--- src/sv/bts_pkg.sv ---
// package for the bilinear texture sampler
// types, codes and constants shared by the controller, datapath and top level
package bts_pkg;

    typedef struct packed {
        logic               opcode;
        logic [11:0]        texel_index;
        logic [7:0]         texel_red;
        logic [7:0]         texel_green;
        logic [7:0]         texel_blue;
        logic signed [15:0] coord_u;
        logic signed [15:0] coord_v;
    } bts_in_t;

    typedef struct packed {
        logic [7:0] sample_red;
        logic [7:0] sample_green;
        logic [7:0] sample_blue;
    } bts_out_t;

    localparam logic OP_LOAD   = 1'b0;
    localparam logic OP_SAMPLE = 1'b1;

    localparam logic REG_TEX_WIDTH  = 1'b0;
    localparam logic REG_TEX_HEIGHT = 1'b1;

    localparam logic [6:0] SIZE_RESET = 7'd64;
    localparam logic [6:0] SIZE_MIN   = 7'd2;
    localparam logic [6:0] SIZE_MAX   = 7'd64;

    localparam logic signed [23:0] HALF_TEXEL = 24'sd2048;
    localparam logic [3:0]         FOLD_STEPS = 4'd10;

    localparam logic [2:0] FETCH_LAST = 3'd4;
    localparam logic [1:0] CHAN_LAST  = 2'd2;

    typedef struct packed {
        logic       capture;
        logic       write_tex;
        logic       scale;
        logic       fold_start;
        logic       fetch_issue;
        logic [1:0] fetch_sel;
        logic       texel_capture;
        logic [1:0] capture_sel;
        logic       blend_row;
        logic       blend_col;
        logic [1:0] chan_sel;
        logic       out_load;
    } bts_cmd_t;

    typedef struct packed {
        logic fold_done;
    } bts_status_t;

    function automatic logic [7:0] chan_of(input logic [23:0] texel, input logic [1:0] k);
        logic [7:0] c;
        case (k)
            2'd0:    c = texel[23:16];
            2'd1:    c = texel[15:8];
            default: c = texel[7:0];
        endcase
        return c;
    endfunction

endpackage

--- src/sv/bts_ctrl.sv ---
// controller state machine: sequences scale, fold, fetch, blend and output
// depends on bts_pkg
module bts_ctrl
    import bts_pkg::*;
(
    input  logic        aclk,
    input  logic        aresetn,
    input  logic        s_valid,
    output logic        s_ready,
    input  logic        s_opcode,
    output logic        m_valid,
    input  logic        m_ready,
    output bts_cmd_t    cmd,
    input  bts_status_t status
);

    typedef enum logic [6:0] {
        ST_IDLE  = 7'b0000001,
        ST_SCALE = 7'b0000010,
        ST_START = 7'b0000100,
        ST_FOLD  = 7'b0001000,
        ST_FETCH = 7'b0010000,
        ST_ROW   = 7'b0100000,
        ST_COL   = 7'b1000000
    } state_t;

    state_t     state_reg, state_next;
    logic [2:0] fetch_reg, fetch_next;
    logic [1:0] chan_reg, chan_next;
    logic       m_valid_reg;
    logic       emit_pend_reg, emit_pend_next;
    logic       accept;
    logic       out_free;

    assign accept   = s_valid && s_ready;
    assign out_free = !m_valid_reg || m_ready;

    always_comb begin
        state_next     = state_reg;
        fetch_next     = fetch_reg;
        chan_next      = chan_reg;
        emit_pend_next = emit_pend_reg;
        cmd            = '0;
        s_ready        = 1'b0;
        cmd.fetch_sel  = fetch_reg[1:0];
        cmd.capture_sel = 2'(fetch_reg - 3'd1);
        cmd.chan_sel   = chan_reg;
        unique case (state_reg)
            ST_IDLE: begin
                // result waiting for a free output register
                if (emit_pend_reg) begin
                    if (out_free) begin
                        cmd.out_load   = 1'b1;
                        emit_pend_next = 1'b0;
                    end
                end else begin
                    s_ready       = 1'b1;
                    cmd.capture   = accept;
                    cmd.write_tex = accept && (s_opcode == OP_LOAD);
                    if (accept && (s_opcode == OP_SAMPLE)) begin
                        state_next = ST_SCALE;
                    end
                end
            end
            ST_SCALE: begin
                cmd.scale  = 1'b1;
                state_next = ST_START;
            end
            ST_START: begin
                cmd.fold_start = 1'b1;
                state_next     = ST_FOLD;
            end
            ST_FOLD: begin
                if (status.fold_done) begin
                    fetch_next = '0;
                    state_next = ST_FETCH;
                end
            end
            ST_FETCH: begin
                cmd.fetch_issue   = (fetch_reg != FETCH_LAST);
                cmd.texel_capture = (fetch_reg != '0);
                fetch_next        = fetch_reg + 3'd1;
                if (fetch_reg == FETCH_LAST) begin
                    chan_next  = '0;
                    state_next = ST_ROW;
                end
            end
            ST_ROW: begin
                cmd.blend_row = 1'b1;
                state_next    = ST_COL;
            end
            ST_COL: begin
                cmd.blend_col = 1'b1;
                if (chan_reg == CHAN_LAST) begin
                    emit_pend_next = 1'b1;
                    state_next     = ST_IDLE;
                end else begin
                    chan_next  = chan_reg + 2'd1;
                    state_next = ST_ROW;
                end
            end
            default: state_next = ST_IDLE;
        endcase
    end

    always_ff @(posedge aclk) begin
        if (!aresetn) begin
            state_reg     <= ST_IDLE;
            fetch_reg     <= '0;
            chan_reg      <= '0;
            emit_pend_reg <= 1'b0;
            m_valid_reg   <= 1'b0;
        end else begin
            state_reg     <= state_next;
            fetch_reg     <= fetch_next;
            chan_reg      <= chan_next;
            emit_pend_reg <= emit_pend_next;
            if (cmd.out_load) begin
                m_valid_reg <= 1'b1;
            end else if (m_ready) begin
                m_valid_reg <= 1'b0;
            end
        end
    end

    assign m_valid = m_valid_reg;

endmodule

--- config.mk ---
export PLATFORM = sky130hd
export DESIGN_NAME = bts_ctrl
export DESIGN_NICKNAME = d
export VERILOG_FILES = /design/src/sv/bts_pkg.sv /design/src/sv/bts_ctrl.sv
export SDC_FILE = /design/constraint.sdc
export NUM_CORES = 1
export LEC_CHECK = 0
export CAP_MARGIN = 10
export CORE_MARGIN = 2
export CORE_UTILIZATION = 59
export DETAILED_ROUTE_END_ITERATION = 8
export DONT_BUFFER_PORTS = 1
export PLACE_DENSITY_LB_ADDON = 0.12
export SETUP_SLACK_MARGIN = 0.15
export SYNTH_ARGS = -nofsm -noshare
export SYNTH_HDL_FRONTEND = slang
export SYNTH_SLANG_ARGS = --single-unit
--- constraint.sdc ---
create_clock -name aclk -period 2 [get_ports aclk]
set_clock_uncertainty 0.1 [all_clocks]
set_input_delay 0.1 -clock aclk [delete_from_list [all_inputs] [get_ports aclk]]
set_output_delay 0.1 -clock aclk [all_outputs]
set_load 0.05 [all_outputs]
* Word level (Yosys, flattened, before mapping) *
Cells that the tools add are included.

storage, ports and cells
  register bits after elaboration = 14
  bits of input ports = 6
  output and inout bits = 17
  logic and storage cells = 69

cells by class
  $add $sub $neg = 3
  equality and inequality tests = 16
  mux-type cells = 30
  bitwise logic cells = 1
  reductions and logical operators = 14

operator list
  kind                                                              count
  7-bit case mux with 7 select lines                                1
  7-bit two-way mux                                                 4
  1-bit two-way mux                                                 16
  2-bit != test (second input constant)                             6
  2-bit two-way mux                                                 4
  2-bit nonzero test                                                4
  7-bit by 1-bit == test with 1-bit output (second input constant)  1
  7-bit by 2-bit == test with 1-bit output (second input constant)  1
  7-bit by 3-bit == test with 1-bit output (second input constant)  1
  7-bit by 4-bit == test with 1-bit output (second input constant)  1
  7-bit by 5-bit == test with 1-bit output (second input constant)  1
  7-bit by 6-bit == test with 1-bit output (second input constant)  1
  7-bit == test (second input constant)                             1
  6-bit two-way mux                                                 1
  3-bit case mux with 2 select lines                                1
  2-bit case mux with 2 select lines                                1
  2-bit AND reduction                                               2
  4-bit AND reduction                                               1
  3-bit by 1-bit adder with 3-bit output (second input constant)    1
  3-bit == test (second input constant)                             1
  1-bit logical AND                                                 3
  3-bit two-way mux                                                 1
  3-bit != test (second input constant)                             1
  3-bit AND reduction                                               1
  other kinds (8)                                                   8

* Longest topological paths before layout *
  word-level depth = 7
  mapped depth = 6
  mapped depth without buffers = 6

* Worst setup path before layout *
Ideal clock, no wire load.

  path type = register to output
  start = register state_reg[3]
  end = output cmd[0] (netlist bit)
  arrival time = 2.169 ns
  path slack = -0.369 ns
  stages on the path, launching flop included = 5
  path buffers = 1
  cells stage by stage = dfxtp_1 > buf_2 > nor4b_2 > nand2_1 > nor3b_1

RTL lines
  element                 line             source
  start, declared         bts_ctrl.sv:27   state_t state_reg, state_next;
  start signal, assigned  bts_ctrl.sv:114  state_reg <= state_next;
  end, declared           bts_ctrl.sv:13   output bts_cmd_t cmd,

==> reports/results.txt <==
ys flop type: dfxtp_1
final net count: 128
fin util: 81.83%
Crit Path Category: flop to primary output
MaxCap Viol Count: 0
fraction of layout instances using a drive strength above 1: 30.77%
post-route setup TNS: 0 ns
FF+latch count, synth: 14
ys async rst share: 0%
final wirelength: 2039 µm
Row Count: 13
Initial DRT Pass Iterations: 4
Worst Hold Class: input port to flop
I/O pin total: 23
part of the cycle the worst path needs: 90.42%
H-tree depth: 1
Min Clock Period, post-route: 1.808 ns
RSZ-0062 raised after global routing: yes
GRT Total Usage: 24.75%
vias: 799
RR Startpoint: state_reg[0]
Die X: 41.53 µm
Clock Latency Late Sink: 0.28 ns
Sink Count: 14
Initial Util: 63.85%
status: finished, final reports clean
Initial DRC Count: 29
largest net degree at the start of global routing: 12
LEAKAGE: 0.4661 nW
HPWL Detailed: 1490 µm
hold wc startpoint: m_ready
CP max FO: 9
antenna-violating nets left: 0
gpl congestion: 0.9391
Final Hold Viols: 0
Vias per Instance: 6.053
max FFs per register: 7
CP startpoint kind: flop
first-pass GRT wire length: 3394 µm
Mapped Nets: 108
Worst Setup End Kind: primary output
highest clock rate: 0.5530 GHz
Synth cell types: 33
routed len/inst: 15.45 µm
clock slew at reported path FFs: 0.09 ns
Final Max Slew Viols: 0
worst-margin pin slew: 0.4258 ns
setup slack after layout: 0.1917 ns
Peak supply drop: 0.0005994 V
WP data arrival: 1.61 ns
Core Area: 1301 µm²
drc violations: 0
Root Buffer: clkbuf_4
CTS tree: done
vias in the first global route: 756
Ant. Diodes: 0
die area: 1724 µm²
Mapped Cells: 99
Post-Syn Area per Cell: 8.392 µm²
Mapped Area: 830.8 µm²
Ys Warns: 0
Fillers: 85
Power Dens Cells: 661.7 nW/µm²
Setup WS pre-CTS: 0.2541 ns
initial antenna violation count: 0
Slew headroom: 71.52%
GRT overflow: 0
r2r worst-path depth: 4
Post-synth EDFFs: 0
sequential fraction of the synthesis area: 33.73%
CP required: 1.80 ns
setup violators final: 0
clock tree buffer depth: 2
crit path from: state_reg[4]
Syn-to-layout area delta: 28.16%
# port buffers: 0
Die H: 41.53 µm
TritonCTS buffer count: 3
Hold Crit Depth: 3
==> cells in the final DEF (no fill, tap or decap), types with 3 or more instances in the layout <==
master    instances
a21oi_1           3
buf_4            17
nor2b_1           3
nor3_1            3
nor3b_1           3
inv_1             9
nor2_1            8
nand2_1          12
clkbuf_4          3
ha_1              3
and4b_1           3
dfxtp_2           4
dfxtp_1          10
==> metrics by stage <==
step	power [W]	area, µm²	hold slack, ns	std cells
2_1_floorplan	0.0004679	844.6	0.1734	99
3_3_place_gp	0.0005249	987.2	0.1480	126
3_5_place_dp	0.0005272	987.2	0.1578	126
4_1_cts	0.0007008	1052	0.004748	131
5_1_grt	0.0007235	1065	0.02379	132
6_report	0.0007046	1065	0.007906	132
==> layer usage <==
metal,share of wire [%],global-route usage (%)
met1,45,32.88
met2,45,40.00
met3,8.3,5.652
met4,0.93,7.097
met5,0,0
==> synth_stat cells, types with 2 or more instances <==
| cell | n | area share [%] |
|---|---|---|
| nor2_1 | 8 | 3.6 |
| buf_4 | 3 | 2.7 |
| a21oi_1 | 4 | 2.4 |
| dfxtp_1 | 14 | 34 |
| ha_1 | 3 | 4.5 |
| inv_1 | 9 | 4.1 |
| and3_1 | 2 | 1.5 |
| nor4b_2 | 2 | 3.6 |
| nor3b_1 | 4 | 3.6 |
| o22ai_1 | 2 | 1.5 |
| nor3_1 | 4 | 2.4 |
| nand3_1 | 2 | 1.2 |
| nor2b_1 | 3 | 2.3 |
| buf_2 | 2 | 1.2 |
| xnor2_1 | 2 | 2.1 |
| and4b_1 | 3 | 3.6 |
| o211ai_1 | 2 | 1.8 |
| nand2_1 | 14 | 6.3 |
| o32ai_1 | 2 | 2.1 |
==> power breakdown <==
part           internal, W  switching, W
Clock            0.0000699     0.0000901
Sequential        0.000289     0.0000217
Combinational    0.0000856      0.000148
Total             0.000445      0.000260
==> final cells by class <==
class | instances | area, µm² | share of cell area [%]
tap | 15 | 18.77 | 1.763
multi-input combinational | 70 | 516.7 | 48.53
inverter | 9 | 33.78 | 3.173
clock buffer | 3 | 22.52 | 2.115
timing repair buffer | 21 | 187.7 | 17.63
sequential | 14 | 285.3 | 26.79
==> critical path, stage by stage (launching register included) <==
cell and delay [ns]:
dfxtp_2 0.46, nor4b_4 0.36, nand2_2 0.15, a21oi_2 0.19, buf_12 0.16
==> worst paths after layout <==
check                  end  slack, ns
max reg2reg   state_reg[0]       0.24
max                 cmd[7]       0.19
min reg2reg  emit_pend_reg       0.44
min                m_valid      0.008
==> kinds of logic (layout without fill, tap and decap cells) <==
family	Yosys count	count (layout)	synth area share, %
AOI/OAI and AO/OA	18	18	15.81
DFF	14	14	33.74
and+or+nand+nor	47	47	35.39
buffers and inverters	15	33	8.433
xor gates and xnor gates	2	2	2.109
adders and majority gates	3	3	4.519
==> repair_timing <==
action / 4_1_cts / 5_1_grt
pin swaps: 0 / 1
endpoints found under the hold margin: 14 / 0
resized for setup: 5 / 3
setup endpoints to repair: 6 / 6
hold buffers: 2 / 0
setup buffers: 0 / 1
Power figures use the tool's default switching activity.
